===== config.mk =====
export PLATFORM = sky130hd
export DESIGN_NAME = morphing_wavetable_sample_generator
export DESIGN_NICKNAME = d
export VERILOG_FILES = /design/src/sv/mwsg_pkg.sv /design/src/sv/mwsg_div.sv /design/src/sv/morphing_wavetable_sample_generator.sv
export VERILOG_INCLUDE_DIRS = /design/src /design/src/sv
export SDC_FILE = /design/constraint.sdc
export NUM_CORES = 2
export LEC_CHECK = 0
export ABC_CLOCK_PERIOD_IN_PS = 12100
export BUFFER_PORTS_ARGS = -buffer_cell sky130_fd_sc_hd__buf_2
export CAP_MARGIN = 20
export CORE_ASPECT_RATIO = 0.8
export CORE_MARGIN = 2
export CORE_UTILIZATION = 50
export CTS_CLUSTER_DIAMETER = 100
export DETAILED_ROUTE_END_ITERATION = 10
export PLACE_DENSITY = 0.63
export SETUP_SLACK_MARGIN = 0.2
export SKIP_LAST_GASP = 1
export SLEW_MARGIN = 10
export SYNTH_ARGS = -nofsm -noshare
export SYNTH_HDL_FRONTEND = slang
export SYNTH_SLANG_ARGS = --single-unit

===== constraint.sdc =====
create_clock -name i_clk -period 12.1 [get_ports i_clk]
set_input_delay 1.21 -clock i_clk [delete_from_list [all_inputs] [get_ports i_clk]]
set_output_delay 1.21 -clock i_clk [all_outputs]
set_load 0.05 [all_outputs]

===== src/sv/morphing_wavetable_sample_generator_defines.svh =====
// Assertion macros for the morphing wavetable sample generator.
// Included by the top level, which carries the concurrent checks; no other dependencies.
`ifndef MORPHING_WAVETABLE_SAMPLE_GENERATOR_DEFINES_SVH
`define MORPHING_WAVETABLE_SAMPLE_GENERATOR_DEFINES_SVH
`ifndef SYNTH
// Condition must never be seen at a clock edge outside reset.
`define MWSG_ASSERT_NEVER(lbl, clk, rst_n, cond) \
    lbl: assert property (@(posedge clk) disable iff (!(rst_n)) !(cond)) \
        else $error("mwsg: forbidden condition seen");
// Antecedent implies consequent in the same cycle.
`define MWSG_ASSERT_IMPLIES(lbl, clk, rst_n, ante, cons) \
    lbl: assert property (@(posedge clk) disable iff (!(rst_n)) (ante) |-> (cons)) \
        else $error("mwsg: implication failed");
// Antecedent implies consequent in the next cycle.
`define MWSG_ASSERT_NEXT(lbl, clk, rst_n, ante, cons) \
    lbl: assert property (@(posedge clk) disable iff (!(rst_n)) (ante) |=> (cons)) \
        else $error("mwsg: next-cycle implication failed");
`else
`define MWSG_ASSERT_NEVER(lbl, clk, rst_n, cond)
`define MWSG_ASSERT_IMPLIES(lbl, clk, rst_n, ante, cons)
`define MWSG_ASSERT_NEXT(lbl, clk, rst_n, ante, cons)
`endif
`endif


===== src/sv/mwsg_pkg.sv =====
// Shared constants, tables and wave functions for the wavetable sample generator.
// No dependencies; imported by the divider and the top level.
`default_nettype none

package mwsg_pkg;

    localparam int CYCLE_LENGTH = 2048;
    localparam int PHASE_W      = 11;
    localparam int HALF_CYCLE   = CYCLE_LENGTH / 2;
    localparam int MIX_STEPS    = 32;
    localparam int MIX_MAX      = MIX_STEPS - 1;
    localparam int CENTER_STEP  = 700;
    localparam int CENTER_SH    = 5;

    localparam int PW_W    = 6;
    localparam int SHAPE_W = 5;
    localparam int WAVE_W  = 2;
    localparam int MIX_W   = 5;

    localparam int CFG_IDX_W  = 3;
    localparam int CFG_DATA_W = 6;

    // warp divider: quotient below HALF_CYCLE
    localparam int DIV_Q_W   = PHASE_W - 1;
    localparam int DIV_DEN_W = PHASE_W;
    localparam int DIV_NUM_W = DIV_DEN_W + DIV_Q_W;
    localparam int DIV_BPS   = 2;
    localparam int DIV_STAGES = DIV_Q_W / DIV_BPS;

    localparam int RECIP_SH = 20;
    localparam logic [15:0] MIX_RECIP = 16'((1 << RECIP_SH) / MIX_MAX);

    typedef enum logic [CFG_IDX_W-1:0] {
        REG_PULSE_WIDTH  = 3'd0,
        REG_SHAPE_AMOUNT = 3'd1,
        REG_FIRST_WAVE   = 3'd2,
        REG_SECOND_WAVE  = 3'd3,
        REG_MIX_STEP     = 3'd4
    } t_cfg_reg;

    typedef enum logic [WAVE_W-1:0] {
        WAVE_SINE     = 2'd0,
        WAVE_SQUARE   = 2'd1,
        WAVE_SAW      = 2'd2,
        WAVE_TRIANGLE = 2'd3
    } t_wave;

    localparam logic [15:0] SIN_T [17] = '{
        16'd0, 16'd3212, 16'd6393, 16'd9512, 16'd12540, 16'd15447, 16'd18205,
        16'd20788, 16'd23170, 16'd25330, 16'd27245, 16'd28899, 16'd30274,
        16'd31357, 16'd32138, 16'd32610, 16'd32768
    };
    localparam logic [15:0] LOG_T [17] = '{
        16'd0, 16'd2866, 16'd5568, 16'd8124, 16'd10549, 16'd12855, 16'd15055,
        16'd17156, 16'd19168, 16'd21098, 16'd22952, 16'd24736, 16'd26455,
        16'd28114, 16'd29717, 16'd31267, 16'd32768
    };
    localparam logic [16:0] EXP_T [17] = '{
        17'd65536, 17'd62757, 17'd60097, 17'd57549, 17'd55109, 17'd52773,
        17'd50535, 17'd48393, 17'd46341, 17'd44376, 17'd42495, 17'd40693,
        17'd38968, 17'd37316, 17'd35734, 17'd34219, 17'd32768
    };

    typedef logic [16:0] t_exp_tab [1 << SHAPE_W];

    // Q16 exponent 1.15^-d, rounded after every multiply
    function automatic t_exp_tab build_exp_tab();
        t_exp_tab   tab;
        logic [33:0] e;
        e = 34'd65536;
        for (int d = 0; d < (1 << SHAPE_W); d++) begin
            tab[d] = e[16:0];
            e      = (e * 34'd56988 + 34'd32768) >> 16;
        end
        return tab;
    endfunction

    localparam t_exp_tab SHAPE_EXP = build_exp_tab();

    function automatic logic signed [16:0] quarter_sine(input logic [14:0] r);
        logic [4:0]  k;
        logic [9:0]  fr;
        logic [15:0] diff;
        logic [25:0] prod;
        k  = r[14:10];
        fr = r[9:0];
        if (k[4]) begin
            return 17'sd32768;
        end
        diff = SIN_T[k + 5'd1] - SIN_T[k];
        prod = 26'(diff) * 26'(fr);
        return $signed(17'(SIN_T[k]) + 17'(prod >> 10));
    endfunction

    // p is the Q16 phase fraction, hi marks the second half of the cycle
    function automatic logic signed [16:0] wave_value(input t_wave sel, input logic hi,
                                                      input logic [15:0] p);
        logic [14:0]        r;
        logic signed [16:0] s;
        logic [15:0]        q;
        logic [16:0]        q2;
        logic signed [18:0] t;
        r  = '0;
        s  = '0;
        q  = '0;
        q2 = '0;
        t  = '0;
        unique case (sel)
            WAVE_SINE: begin
                r = {1'b0, p[13:0]};
                if (p[14]) begin
                    r = 15'd16384 - r;
                end
                s = quarter_sine(r);
                return p[15] ? -s : s;
            end
            WAVE_SQUARE: begin
                return hi ? -17'sd32768 : 17'sd32768;
            end
            WAVE_SAW: begin
                return 17'sd32768 - $signed({1'b0, p});
            end
            WAVE_TRIANGLE: begin
                q  = p + 16'd16384;
                q2 = {q, 1'b0};
                t  = q[15] ? 19'sd98304 - $signed({2'b0, q2})
                           : $signed({2'b0, q2}) - 19'sd32768;
                return t[16:0];
            end
            default: return '0;
        endcase
    endfunction

endpackage

`default_nettype wire


===== src/sv/mwsg_div.sv =====
// Pipelined restoring divider for the phase warp, DIV_BPS quotient bits a stage.
// Depends on mwsg_pkg; stage enables come from the top-level valid chain.
`default_nettype none

module mwsg_div
    import mwsg_pkg::*;
(
    input  wire logic                  i_clk,
    input  wire logic [DIV_STAGES-1:0] i_en,
    input  wire logic [DIV_NUM_W-1:0]  i_num,
    input  wire logic [DIV_DEN_W-1:0]  i_den,
    input  wire logic                  i_hi,
    output logic      [DIV_Q_W-1:0]    o_quo,
    output logic                       o_hi
);

    logic [DIV_NUM_W-1:0] r_rem [DIV_STAGES];
    logic [DIV_Q_W-1:0]   r_quo [DIV_STAGES];
    logic [DIV_DEN_W-1:0] r_den [DIV_STAGES];
    logic                 r_hi  [DIV_STAGES];

    logic [DIV_NUM_W-1:0] src_rem [DIV_STAGES];
    logic [DIV_Q_W-1:0]   src_quo [DIV_STAGES];
    logic [DIV_DEN_W-1:0] src_den [DIV_STAGES];
    logic                 src_hi  [DIV_STAGES];

    logic [DIV_NUM_W-1:0] n_rem [DIV_STAGES];
    logic [DIV_Q_W-1:0]   n_quo [DIV_STAGES];

    for (genvar g = 0; g < DIV_STAGES; g++) begin : g_src
        if (g == 0) begin : g_first
            assign src_rem[g] = i_num;
            assign src_quo[g] = '0;
            assign src_den[g] = i_den;
            assign src_hi[g]  = i_hi;
        end else begin : g_next
            assign src_rem[g] = r_rem[g-1];
            assign src_quo[g] = r_quo[g-1];
            assign src_den[g] = r_den[g-1];
            assign src_hi[g]  = r_hi[g-1];
        end
    end

    always_comb begin
        logic [DIV_NUM_W-1:0] rem;
        logic [DIV_Q_W-1:0]   quo;
        logic [DIV_NUM_W-1:0] trial;
        for (int s = 0; s < DIV_STAGES; s++) begin
            rem = src_rem[s];
            quo = src_quo[s];
            for (int j = 0; j < DIV_BPS; j++) begin
                trial = DIV_NUM_W'(src_den[s]) << (DIV_Q_W - 1 - s * DIV_BPS - j);
                if (rem >= trial) begin
                    rem = rem - trial;
                    quo[DIV_Q_W - 1 - s * DIV_BPS - j] = 1'b1;
                end
            end
            n_rem[s] = rem;
            n_quo[s] = quo;
        end
    end

    always_ff @(posedge i_clk) begin
        for (int s = 0; s < DIV_STAGES; s++) begin
            if (i_en[s]) begin
                r_rem[s] <= n_rem[s];
                r_quo[s] <= n_quo[s];
                r_den[s] <= src_den[s];
                r_hi[s]  <= src_hi[s];
            end
        end
    end

    assign o_quo = r_quo[DIV_STAGES-1];
    assign o_hi  = r_hi[DIV_STAGES-1];

endmodule

`default_nettype wire


===== src/sv/morphing_wavetable_sample_generator.sv =====
// Top level of the morphing wavetable sample generator: config registers,
// stage pipeline and output register. Depends on mwsg_pkg, mwsg_div and the defines header.
//
//  channel   direction  handshake                   payload
//  input     in         i_valid / o_stall           i_phase_index[10:0]
//  output    out        o_valid / i_stall           o_sample[15:0] signed
//  config    in         i_cfg_valid / o_cfg_ready   i_cfg_index[2:0], i_cfg_data[5:0]
//
// One word enters per cycle while o_stall is low; it passes 15 register stages before
// o_valid rises. The stages are the input stage, the 5-stage warp divider, the wave,
// mix and power-curve stages and the output register.
// Stages collapse bubbles: input is stalled only when every stage holds a word
// and the output is stalled. Reset (synchronous, active low) clears valids and resets config to defaults.
`default_nettype none

`include "morphing_wavetable_sample_generator_defines.svh"

module morphing_wavetable_sample_generator
    import mwsg_pkg::*;
(
    input  wire logic                  i_clk,
    input  wire logic                  i_rst_n,
    input  wire logic                  i_valid,
    output logic                       o_stall,
    input  wire logic [PHASE_W-1:0]    i_phase_index,
    output logic                       o_valid,
    input  wire logic                  i_stall,
    output logic signed [15:0]         o_sample,
    input  wire logic                  i_cfg_valid,
    output logic                       o_cfg_ready,
    input  wire logic [CFG_IDX_W-1:0]  i_cfg_index,
    input  wire logic [CFG_DATA_W-1:0] i_cfg_data
);

    localparam int ST_IN   = 0;
    localparam int ST_DIV0 = 1;
    localparam int ST_WAVE = ST_DIV0 + DIV_STAGES;
    localparam int ST_SUM  = ST_WAVE + 1;
    localparam int ST_RCP  = ST_SUM + 1;
    localparam int ST_CORR = ST_RCP + 1;
    localparam int ST_NORM = ST_CORR + 1;
    localparam int ST_LOG  = ST_NORM + 1;
    localparam int ST_MUL  = ST_LOG + 1;
    localparam int ST_EXP  = ST_MUL + 1;
    localparam int ST_OUT  = ST_EXP + 1;
    localparam int NSTAGE  = ST_OUT + 1;

    // configuration registers
    logic [PW_W-1:0]    r_pulse_width;
    logic [SHAPE_W-1:0] r_shape_amount;
    t_wave              r_first_wave;
    t_wave              r_second_wave;
    logic [MIX_W-1:0]   r_mix_step;

    assign o_cfg_ready = 1'b1;

    always_ff @(posedge i_clk) begin
        if (!i_rst_n) begin
            r_pulse_width  <= '0;
            r_shape_amount <= '0;
            r_first_wave   <= WAVE_SQUARE;
            r_second_wave  <= WAVE_SINE;
            r_mix_step     <= '0;
        end else if (i_cfg_valid && o_cfg_ready) begin
            unique case (t_cfg_reg'(i_cfg_index))
                REG_PULSE_WIDTH:  r_pulse_width  <= i_cfg_data[PW_W-1:0];
                REG_SHAPE_AMOUNT: r_shape_amount <= i_cfg_data[SHAPE_W-1:0];
                REG_FIRST_WAVE:   r_first_wave   <= t_wave'(i_cfg_data[WAVE_W-1:0]);
                REG_SECOND_WAVE:  r_second_wave  <= t_wave'(i_cfg_data[WAVE_W-1:0]);
                REG_MIX_STEP:     r_mix_step     <= i_cfg_data[MIX_W-1:0];
                default: ;
            endcase
        end
    end

    // valid chain with bubble collapse
    logic [NSTAGE-1:0] r_valid;
    logic [NSTAGE:0]   w_ready;
    logic [NSTAGE-1:0] n_valid;

    always_comb begin
        w_ready[NSTAGE] = !i_stall;
        for (int i = NSTAGE - 1; i >= 0; i--) begin
            w_ready[i] = !r_valid[i] || w_ready[i+1];
        end
    end

    assign n_valid = {r_valid[NSTAGE-2:0], i_valid};

    always_ff @(posedge i_clk) begin
        if (!i_rst_n) begin
            r_valid <= '0;
        end else begin
            for (int i = 0; i < NSTAGE; i++) begin
                if (w_ready[i]) begin
                    r_valid[i] <= n_valid[i];
                end
            end
        end
    end

    assign o_stall = !w_ready[ST_IN];
    assign o_valid = r_valid[ST_OUT];

    // input stage: split point and divider operands
    logic [PW_W-1:0]      pw_sat;
    logic [14:0]          pw_prod;
    logic [PHASE_W-1:0]   center;
    logic                 ph_hi;
    logic [PHASE_W-1:0]   ph_off;
    logic [DIV_NUM_W-1:0] r_num;
    logic [DIV_DEN_W-1:0] r_den;
    logic                 r_hi;

    always_comb begin
        pw_sat  = (r_pulse_width > PW_W'(MIX_STEPS)) ? PW_W'(MIX_STEPS) : r_pulse_width;
        pw_prod = 15'(pw_sat) * 15'(CENTER_STEP);
        center  = PHASE_W'(HALF_CYCLE) + PHASE_W'(pw_prod >> CENTER_SH);
        ph_hi   = i_phase_index >= center;
        ph_off  = ph_hi ? i_phase_index - center : i_phase_index;
    end

    always_ff @(posedge i_clk) begin
        if (w_ready[ST_IN]) begin
            r_num <= DIV_NUM_W'(ph_off) << DIV_Q_W;
            r_den <= ph_hi ? DIV_DEN_W'(12'(CYCLE_LENGTH) - 12'(center)) : center;
            r_hi  <= ph_hi;
        end
    end

    logic [DIV_Q_W-1:0] div_quo;
    logic               div_hi;

    mwsg_div u_div (
        .i_clk (i_clk),
        .i_en  (w_ready[ST_DIV0 +: DIV_STAGES]),
        .i_num (r_num),
        .i_den (r_den),
        .i_hi  (r_hi),
        .o_quo (div_quo),
        .o_hi  (div_hi)
    );

    // wave stage: warped phase to Q16 fraction, both waveforms
    logic [15:0]        phase_frac;
    logic signed [16:0] r_wave_a;
    logic signed [16:0] r_wave_b;

    assign phase_frac = {div_hi, div_quo, {(16 - PHASE_W){1'b0}}};

    always_ff @(posedge i_clk) begin
        if (w_ready[ST_WAVE]) begin
            r_wave_a <= wave_value(r_first_wave, div_hi, phase_frac);
            r_wave_b <= wave_value(r_second_wave, div_hi, phase_frac);
        end
    end

    // morph sum
    logic [MIX_W-1:0]   mix_sat;
    logic [MIX_W-1:0]   coef_a;
    logic signed [22:0] r_sum;

    always_comb begin
        mix_sat = (r_mix_step > MIX_W'(MIX_MAX)) ? MIX_W'(MIX_MAX) : r_mix_step;
        coef_a  = MIX_W'(MIX_MAX) - mix_sat;
    end

    always_ff @(posedge i_clk) begin
        if (w_ready[ST_SUM]) begin
            r_sum <= r_wave_a * $signed({1'b0, coef_a}) + r_wave_b * $signed({1'b0, mix_sat});
        end
    end

    // divide magnitude by MIX_MAX through a reciprocal
    logic [19:0] sum_mag;
    logic [35:0] rcp_prod;
    logic [19:0] r_mag;
    logic [15:0] r_qe;
    logic        r_neg_a;

    always_comb begin
        sum_mag  = r_sum[22] ? 20'(-r_sum) : 20'(r_sum);
        rcp_prod = 36'(sum_mag) * 36'(MIX_RECIP);
    end

    always_ff @(posedge i_clk) begin
        if (w_ready[ST_RCP]) begin
            r_mag   <= sum_mag;
            r_qe    <= 16'(rcp_prod >> RECIP_SH);
            r_neg_a <= r_sum[22];
        end
    end

    // estimate is at most one short
    logic [19:0] qe_back;
    logic [19:0] qe_rem;
    logic [15:0] r_x;
    logic        r_neg_b;

    always_comb begin
        qe_back = 20'(r_qe) * 20'(MIX_MAX);
        qe_rem  = r_mag - qe_back;
    end

    always_ff @(posedge i_clk) begin
        if (w_ready[ST_CORR]) begin
            r_x     <= (qe_rem >= 20'(MIX_MAX)) ? r_qe + 16'd1 : r_qe;
            r_neg_b <= r_neg_a;
        end
    end

    // normalise to 1+f
    logic [3:0]  lead;
    logic [15:0] norm;
    logic        bypass;
    logic [3:0]  r_n;
    logic [14:0] r_f;
    logic        r_bypass_a;
    logic [15:0] r_x_a;
    logic        r_neg_c;

    always_comb begin
        lead = '0;
        for (int i = 0; i < 15; i++) begin
            if (r_x[i]) begin
                lead = 4'(i);
            end
        end
        norm   = r_x << (4'd15 - lead);
        bypass = (r_shape_amount == '0) || (r_x == '0) || r_x[15];
    end

    always_ff @(posedge i_clk) begin
        if (w_ready[ST_NORM]) begin
            r_n        <= lead;
            r_f        <= norm[14:0];
            r_bypass_a <= bypass;
            r_x_a      <= r_x;
            r_neg_c    <= r_neg_b;
        end
    end

    // -log2 of the magnitude, Q15
    logic [3:0]  lg_k;
    logic [10:0] lg_fr;
    logic [15:0] lg_diff;
    logic [26:0] lg_prod;
    logic [15:0] lg_val;
    logic [18:0] r_l;
    logic        r_bypass_b;
    logic [15:0] r_x_b;
    logic        r_neg_d;

    always_comb begin
        lg_k    = r_f[14:11];
        lg_fr   = r_f[10:0];
        lg_diff = LOG_T[5'(lg_k) + 5'd1] - LOG_T[lg_k];
        lg_prod = 27'(lg_diff) * 27'(lg_fr);
        lg_val  = LOG_T[lg_k] + 16'(lg_prod >> 11);
    end

    always_ff @(posedge i_clk) begin
        if (w_ready[ST_LOG]) begin
            r_l        <= 19'({4'd15 - r_n, 15'd0}) - 19'(lg_val);
            r_bypass_b <= r_bypass_a;
            r_x_b      <= r_x_a;
            r_neg_d    <= r_neg_c;
        end
    end

    // scale by the exponent
    logic [35:0] y_prod;
    logic [18:0] r_y;
    logic        r_bypass_c;
    logic [15:0] r_x_c;
    logic        r_neg_e;

    assign y_prod = 36'(r_l) * 36'(SHAPE_EXP[r_shape_amount]);

    always_ff @(posedge i_clk) begin
        if (w_ready[ST_MUL]) begin
            r_y        <= 19'(y_prod >> 16);
            r_bypass_c <= r_bypass_b;
            r_x_c      <= r_x_b;
            r_neg_e    <= r_neg_d;
        end
    end

    // 2^-Y from table, then shift by the integer part
    logic [3:0]  ex_k;
    logic [10:0] ex_fr;
    logic [16:0] ex_diff;
    logic [27:0] ex_prod;
    logic [16:0] ex_val;
    logic [4:0]  ex_sh;
    logic [15:0] r_shaped;
    logic        r_neg_f;

    always_comb begin
        ex_k    = r_y[14:11];
        ex_fr   = r_y[10:0];
        ex_diff = EXP_T[ex_k] - EXP_T[5'(ex_k) + 5'd1];
        ex_prod = 28'(ex_diff) * 28'(ex_fr);
        ex_val  = EXP_T[ex_k] - 17'(ex_prod >> 11);
        ex_sh   = 5'(r_y[18:15]) + 5'd1;
    end

    always_ff @(posedge i_clk) begin
        if (w_ready[ST_EXP]) begin
            r_shaped <= r_bypass_c ? r_x_c : 16'(ex_val >> ex_sh);
            r_neg_f  <= r_neg_e;
        end
    end

    // scale by 32767/32768: drop one unless zero, then restore sign
    logic [15:0] out_mag;

    assign out_mag = (r_shaped == '0) ? '0 : r_shaped - 16'd1;

    always_ff @(posedge i_clk) begin
        if (w_ready[ST_OUT]) begin
            o_sample <= r_neg_f ? -$signed(out_mag) : $signed(out_mag);
        end
    end

    `MWSG_ASSERT_NEVER(a_no_min_sample, i_clk, i_rst_n, o_valid && (o_sample == 16'sh8000))
    `MWSG_ASSERT_IMPLIES(a_full_stalls_input, i_clk, i_rst_n, (&r_valid) && i_stall, o_stall)
    `MWSG_ASSERT_IMPLIES(a_mix_in_range, i_clk, i_rst_n, r_valid[ST_CORR], r_x <= 16'd32768)
    `MWSG_ASSERT_NEXT(a_out_loads, i_clk, i_rst_n, r_valid[ST_EXP] && !r_valid[ST_OUT], o_valid)

endmodule

`default_nettype wire

== Word level (Yosys, flattened, before mapping) ==
Memory sizes are Yosys's and may differ from the RTL's.
Cells that the tools add are included.

* Bitwise operators: 9
* Multipliers: 10
* Muxes and demuxes: 96
* $add $sub $neg: 43
* Reductions and logical operators: 45
* Order comparisons: 23
* Shifts and indexed selects: 2
* Equality and inequality tests: 10

{| class="wikitable"
|+ Operators with widths
! kind !! number
|-
| $mux 17 || 18
|-
| $mux 16 || 16
|-
| $mux 21 || 10
|-
| $pmux 17 s4 || 2
|-
| $mux 15 || 5
|-
| $mul 16x10->26 || 2
|-
| $mux 4 || 13
|-
| $sub 16x16->16 || 3
|-
| $mul 17x6->23 || 2
|-
| $ge 6x6->1 const B || 7
|-
| $not 5->6 || 7
|-
| $mul 20x16->36 const B || 1
|-
| $mul 19x17->35 || 1
|-
| $add 16x16->17 || 2
|-
| $neg 17->17 || 2
|-
| $sub 17x17->17 || 2
|-
| $logic_not 16->1 || 2
|-
| $mul 17x11->28 || 1
|-
| $mul 16x11->27 || 1
|-
| $mux 1 || 27
|-
| $add 23x23->23 || 1
|-
| $mux 11 || 2
|-
| $ge 21x11->1 || 1
|-
| $ge 21x12->1 || 1
|-
| 61 further kinds || 109
|}

* Flip-flop bits (word level): 313
* Output and inout port bits: 19
* Memories kept: 13
* ROM bits: 4,704
* Bits of input ports: 25
* Bits in writable memories: 215
* Logic and storage cells: 298

{| class="wikitable"
|+ Memories
! memory !! words !! width !! read ports !! clocked after memory_dff !! write ports !! line !! text
|-
| (name not given) || 32 || 17 || 1 || 0 || 0 || morphing_wavetable_sample_generator.sv:304 || <nowiki>ex_val = EXP_T[ex_k] - 17'(ex_prod >> 11);</nowiki>
|-
| (name not given) || 32 || 17 || 1 || 0 || 0 || morphing_wavetable_sample_generator.sv:302 || <nowiki>ex_diff = EXP_T[ex_k] - EXP_T[5'(ex_k) + 5'd1];</nowiki>
|-
| (name not given) || 32 || 17 || 1 || 0 || 0 || morphing_wavetable_sample_generator.sv:278 || <nowiki>assign y_prod = 36'(r_l) * 36'(SHAPE_EXP[r_shape_amount]);</nowiki>
|-
| (name not given) || 32 || 16 || 1 || 0 || 0 || morphing_wavetable_sample_generator.sv:259 || <nowiki>lg_val = LOG_T[lg_k] + 16'(lg_prod >> 11);</nowiki>
|-
| (name not given) || 32 || 16 || 1 || 0 || 0 || morphing_wavetable_sample_generator.sv:257 || <nowiki>lg_diff = LOG_T[5'(lg_k) + 5'd1] - LOG_T[lg_k];</nowiki>
|-
| (name not given) || 32 || 16 || 1 || 0 || 0 || mwsg_pkg.sv:92 || <nowiki>return $signed(17'(SIN_T[k]) + 17'(prod >> 10));</nowiki>
|-
| 7 more memories || -- || -- || -- || -- || -- || -- ||
|}

== Depth between registers and ports, before layout ==
* Depth in word-level cells: 25
* Depth in mapped cells: 54
* Gate-level depth less buffers: 52

== By module ==
A second synthesis with hierarchy kept.

* Cells, all modules: 7,882
* Area, all modules: 71,552.4 µm²

{| class="wikitable"
|+ By module, submodules not included
! module !! sequential area each (µm²) !! area an instance (µm²) !! cells each !! times used
|-
| morphing_wavetable_sample_generator || 8,988.6 || 59,707.3 || 6,726 || 1
|-
| mwsg_div || 4,894.7 || 11,845.1 || 1,156 || 1
|}

== Worst setup path after synthesis ==
Ideal clock, no wire load.

* Path kind: register to register
* Start point: register r_f[11]
* End point: register r_l[16], data pin
* Cell stages (with the launch flop): 51
* Arrival time: 10.905 ns
* Data required time: 11.826 ns
* Clock period less this slack: 11.178 ns
* Library setup time: 0.274 ns
* Setup slack: 0.922 ns
* Path buffers: 3
* Cells stage by stage: edfxtp_1 > clkbuf_1 > inv_1 > ha_1 > clkbuf_1 > mux2i_1 > a21oi_1 > inv_1 > ha_1 > nor2b_1 > o21ai_0 > a21boi_0 > o21ai_0 > a21boi_0 > o21ai_0 > nand2b_1 > xor2_1 > clkbuf_1 > [15 not listed] > a31o_2 > and2_1 > o21a_1 > nor2_1 > xnor2_1 > ha_1 > o21a_1 > nor2_1 > o31a_1 > a221o_1 > o21ai_0 > a21oi_1 > xnor2_1 > xnor2_1 > ha_1 > inv_1 > o41ai_1 > xor2_1

* Cells in the longest elaborated chain, start to end: 9
* Elaborated cells on any way between the ends: 13
* Classes of those cells: 4 x add/sub; 1 x mul; 4 x mux; 2 x bitwise; 2 x memory

{| class="wikitable"
|+ Ends and longest elaborated chain
! item !! line !! text
|-
| start, declared || morphing_wavetable_sample_generator.sv:217 || <nowiki>logic [14:0] r_f;</nowiki>
|-
| start signal, assigned || morphing_wavetable_sample_generator.sv:236 || <nowiki>r_f <= norm[14:0];</nowiki>
|-
| $add 4x1->5 || morphing_wavetable_sample_generator.sv:257 ||
|-
| $not 5->6 (implied by the code) || morphing_wavetable_sample_generator.sv:257 ||
|-
| $mem_v2 32x16 || -- ||
|-
| $mux 16 (implied by the code) (2 in a row) || morphing_wavetable_sample_generator.sv:257 ||
|-
| $sub 16x16->16 || morphing_wavetable_sample_generator.sv:257 ||
|-
| $mul 16x11->27 || morphing_wavetable_sample_generator.sv:258 || <nowiki>lg_prod = 27'(lg_diff) * 27'(lg_fr);</nowiki>
|-
| $add 16x16->16 (*) || morphing_wavetable_sample_generator.sv:259 ||
|-
| $sub 19x16->19 (*) || morphing_wavetable_sample_generator.sv:264 || <nowiki>r_l <= 19'({4'd15 - r_n, 15'd0}) - 19'(lg_val);</nowiki>
|-
| end signal, assigned || morphing_wavetable_sample_generator.sv:264 ||
|-
| end, declared || morphing_wavetable_sample_generator.sv:249 || <nowiki>logic [18:0] r_l;</nowiki>
|}

Every way passes the cells marked *; elsewhere a longest branch is shown, timed or not. The select of a mux whose other input is x is not followed.
A chain may end at the register's enable or synchronous reset.

==> impl_metrics.env <==
export IMPL_outcome="finished, final reports clean"
export IMPL_yosys_warnings=0
export IMPL_timing_critical_path_to_type="flop"
export IMPL_design_die_area_um2=145000
export IMPL_synth_largest_area_cell="sky130_fd_sc_hd__fa_1"
export IMPL_timing_critical_path_slowest_stage_cell="sky130_fd_sc_hd__fa_1"
export IMPL_hold_class="flop to flop"
export IMPL_place_congestion=0.907
export IMPL_netlist_top_cells_area="sky130_fd_sc_hd__fa_1 22%, sky130_fd_sc_hd__edfxtp_1 18%, sky130_fd_sc_hd__ha_1 14%, sky130_fd_sc_hd__inv_1 6.5%, sky130_fd_sc_hd__nand2_1 4.1%"
export IMPL_hpwlAfterDp_um=143000
export IMPL_syn_area_um2=70800
export IMPL_postSynthCellCount=7912
export IMPL_antenna_found_initial=1
export IMPL_drtIter0Drc=4276
export IMPL_syn_area_per_cell_um2=8.94
export IMPL_hold_slack_ps=409
export IMPL_floorplan_die_height_um=340
export IMPL_timing_worst_setup_path_type="flop to flop"
export IMPL_synth_largest_type_area_fraction_pct=22.3
export IMPL_share_of_async_settable_or_async_resettable_flops_after_synthesis_pct=0
export IMPL_timing_slew_headroom_pct=29.2
export IMPL_maxSlewViolCount=0
export IMPL_critPathRequiredTime_ps=12450
export IMPL_routed_via_count=54900
export IMPL_die_w_um=425
export IMPL_final_antenna_net_count=0
export IMPL_synthTopCellsByCount="1228 x sky130_fd_sc_hd__inv_1, 793 x sky130_fd_sc_hd__ha_1, 790 x sky130_fd_sc_hd__fa_1, 768 x sky130_fd_sc_hd__nand2_1, 499 x sky130_fd_sc_hd__nor2_1"
export IMPL_cts_hold_buf=0
export IMPL_routed_wirelength_um=179000
export IMPL_min_period_over_period_pct=93.2
export IMPL_synth_sequential_area_ratio_pct=18.8
export IMPL_drc_errors=0
export IMPL_htreeDepth=2
export IMPL_clock_tree_from_tritoncts="done"
export IMPL_floorplan_initialDensity_pct=50.4
export IMPL_area_growth_synth_to_final_pct=6.76
export IMPL_rsz0062_at_grt="false"
export IMPL_number_of_enable_flip_flop_cells_after_synthesis=419
export IMPL_final_stage_net_count=9476
export IMPL_port_buffers=42
export IMPL_yosysMostFrequentCell="sky130_fd_sc_hd__inv_1"
export IMPL_utilization_pct=53.8
export IMPL_final_setup_viol_count=0
export IMPL_core_rowCount=123
export IMPL_fmax_mhz=88.7
export IMPL_critical_path_max_stage_delay_ps=490
export IMPL_post_drt_via_cell_ratio=5.61
export IMPL_post_drt_wl_per_cell_um=18.2
export IMPL_grt_start_max_net_pins=59
export IMPL_first_global_vias=54800
export IMPL_grt_first_pass_wirelength_um=294000
export IMPL_insertion_delay_ps=640
export IMPL_track_usage_pct=25.0
export IMPL_core_region_area_um2=141000
export IMPL_arrival_ps=11630
export IMPL_finalHoldViolations=0
export IMPL_boundaryPins=44
export IMPL_clock_skew_final_ps=19.7
export IMPL_tritoncts_num_buffers=52
export IMPL_cts_num_sinks=454
export IMPL_grt_overflow=0
export IMPL_actual_slew_at_the_worst_max_slew_pin_ps=1060
export IMPL_post_route_min_period_ps=11270
export IMPL_synthDistinctLibCells=114
export IMPL_worst_path_most_repeated_cell="sky130_fd_sc_hd__ha_1"
export IMPL_fin_tns_setup_ps=0
export IMPL_start_kind="flop"
export IMPL_clock_path_buffers=3
export IMPL_max_cap_violations=0
export IMPL_ys_seq_elements=454
export IMPL_proportion_of_layout_cells_with_a_drive_suffix_above_1_pct=6.42
export IMPL_drt_first_pass_iters=6
export IMPL_clock_root_buffer="sky130_fd_sc_hd__clkbuf_16"
export IMPL_crit_path_max_fanout=17
export IMPL_clk_pin_slew_ps=60
export IMPL_synth_ff_type="sky130_fd_sc_hd__edfxtp_1"
[timing repair]
item,4_1_cts,5_1_grt
buffers inserted,0,4
endpoints found under the setup margin,0,36
resized for setup,0,74
[area by class of cell]
class | count | area (um^2)
fill | 12800 | 65000
multi-input combinational | 5889 | 51900
sequential | 454 | 13300
inverter | 1235 | 4640
tap | 1875 | 2350
timing repair buffer | 236 | 1700
clock buffer | 66 | 1360
clock inverter | 31 | 360
antenna | 1 | 2.50
[worst max-delay path, delay by kind of cell, from the launching register on]
family	cells	cell delay, ps
AO/OA/AOI/OAI	14	2930
flip-flops	1	420
AND/OR/NAND/NOR	14	3590
multiplexers	1	280
adder cells (fa/ha/maj)	9	2990
XOR/XNOR	1	150
buffers and inverters	5	620
[worst paths after layout]
check                           from            to  slack, ps  cells past startpoint
setup / recovery  u_div.r_quo[0][41]  r_wave_a[16]        830                     44
hold / removal              r_x_b[6]      r_x_c[6]        410                      0
setup reg to reg  u_div.r_quo[0][41]  r_wave_a[16]        830                     44
hold reg to reg             r_x_b[6]      r_x_c[6]        410                      0
[per-stage QoR]
| stage | cell area, um^2 | cells | setup slack, ps |
|---|---|---|---|
| finish | 75600 | 9787 | 828 |
| global route | 75600 | 9786 | 192 |
| CTS | 75200 | 9778 | 244 |
| detailed placement | 73500 | 9681 | 331 |
| global placement | 73500 | 9681 | 484 |
| floorplan | 70800 | 7913 | 922 |
[sequential cells by signal, indices dropped and copies added (netlist names), 16 cells and up]
name	cells
u_div.r_den	44
r_wave_b	17
r_l	19
o_sample	16
r_x_c	16
r_x_b	16
r_sum	21
u_div.r_quo	30
u_div.r_rem	64
r_x	16
r_x_a	16
r_shaped	16
r_y	19
r_mag	20
r_wave_a	17
r_qe	16
[placed cells by master (no fill, tap or decap), types with 34 or more instances in the layout]
| cell type | Yosys | routed |
|---|---|---|
| sky130_fd_sc_hd__a211oi_1 | 62 | 61 |
| sky130_fd_sc_hd__a21o_1 | 92 | 92 |
| sky130_fd_sc_hd__a21oi_1 | 317 | 314 |
| sky130_fd_sc_hd__a31oi_1 | 56 | 56 |
| sky130_fd_sc_hd__and2_1 | 280 | 279 |
| sky130_fd_sc_hd__and3_1 | 51 | 50 |
| sky130_fd_sc_hd__buf_2 | 13 | 42 |
| sky130_fd_sc_hd__buf_4 | 4 | 191 |
| sky130_fd_sc_hd__clkbuf_16 | 0 | 52 |
| sky130_fd_sc_hd__dfxtp_1 | 35 | 35 |
| sky130_fd_sc_hd__edfxtp_1 | 419 | 419 |
| sky130_fd_sc_hd__fa_1 | 790 | 790 |
| sky130_fd_sc_hd__ha_1 | 793 | 789 |
| sky130_fd_sc_hd__inv_1 | 1228 | 1226 |
| sky130_fd_sc_hd__mux2_2 | 44 | 44 |
| sky130_fd_sc_hd__mux2i_1 | 73 | 73 |
| sky130_fd_sc_hd__nand2_1 | 768 | 767 |
| sky130_fd_sc_hd__nand2b_1 | 117 | 117 |
| sky130_fd_sc_hd__nand3_1 | 190 | 188 |
| sky130_fd_sc_hd__nand4_1 | 54 | 54 |
| sky130_fd_sc_hd__nor2_1 | 499 | 496 |
| sky130_fd_sc_hd__nor2b_1 | 140 | 140 |
| sky130_fd_sc_hd__nor3_1 | 131 | 128 |
| sky130_fd_sc_hd__nor4_1 | 54 | 54 |
| sky130_fd_sc_hd__o211ai_1 | 53 | 53 |
| sky130_fd_sc_hd__o21a_1 | 59 | 59 |
| sky130_fd_sc_hd__o21ai_0 | 263 | 247 |
| sky130_fd_sc_hd__o31ai_1 | 51 | 47 |
| sky130_fd_sc_hd__or2_2 | 34 | 34 |
| sky130_fd_sc_hd__or3_1 | 52 | 52 |
| sky130_fd_sc_hd__xnor2_1 | 265 | 255 |
| sky130_fd_sc_hd__xor2_1 | 132 | 130 |
[logic make-up (layout without fill, tap and decap cells)]
logic type                 after synthesis  after routing  share of synthesized area (%)
muxes                                  129            129                           2.06
DFF                                    454            454                           18.8
and+or+nand+nor                       2473           2473                           17.1
AOI/OAI and AO/OA                     1301           1301                           12.2
adders and majority gates             1583           1583                           36.4
buffers and inverters                 1570           1568                           8.43
xor gates and xnor gates               400            400                           5.00
other                                    2              4                         0.0106
[routing by layer]
layer	part of all wire (%)	track usage, %	wire length, um
met1	47	36.7	84300
met2	46	40.5	81700
met4	1.7	4.34	3060
met3	5.3	2.37	9440
met5	0	0	0
Power is left out: the tool's default activity adds up to more than one toggle a clock period on the data nets, which glitch-free logic cannot reach.
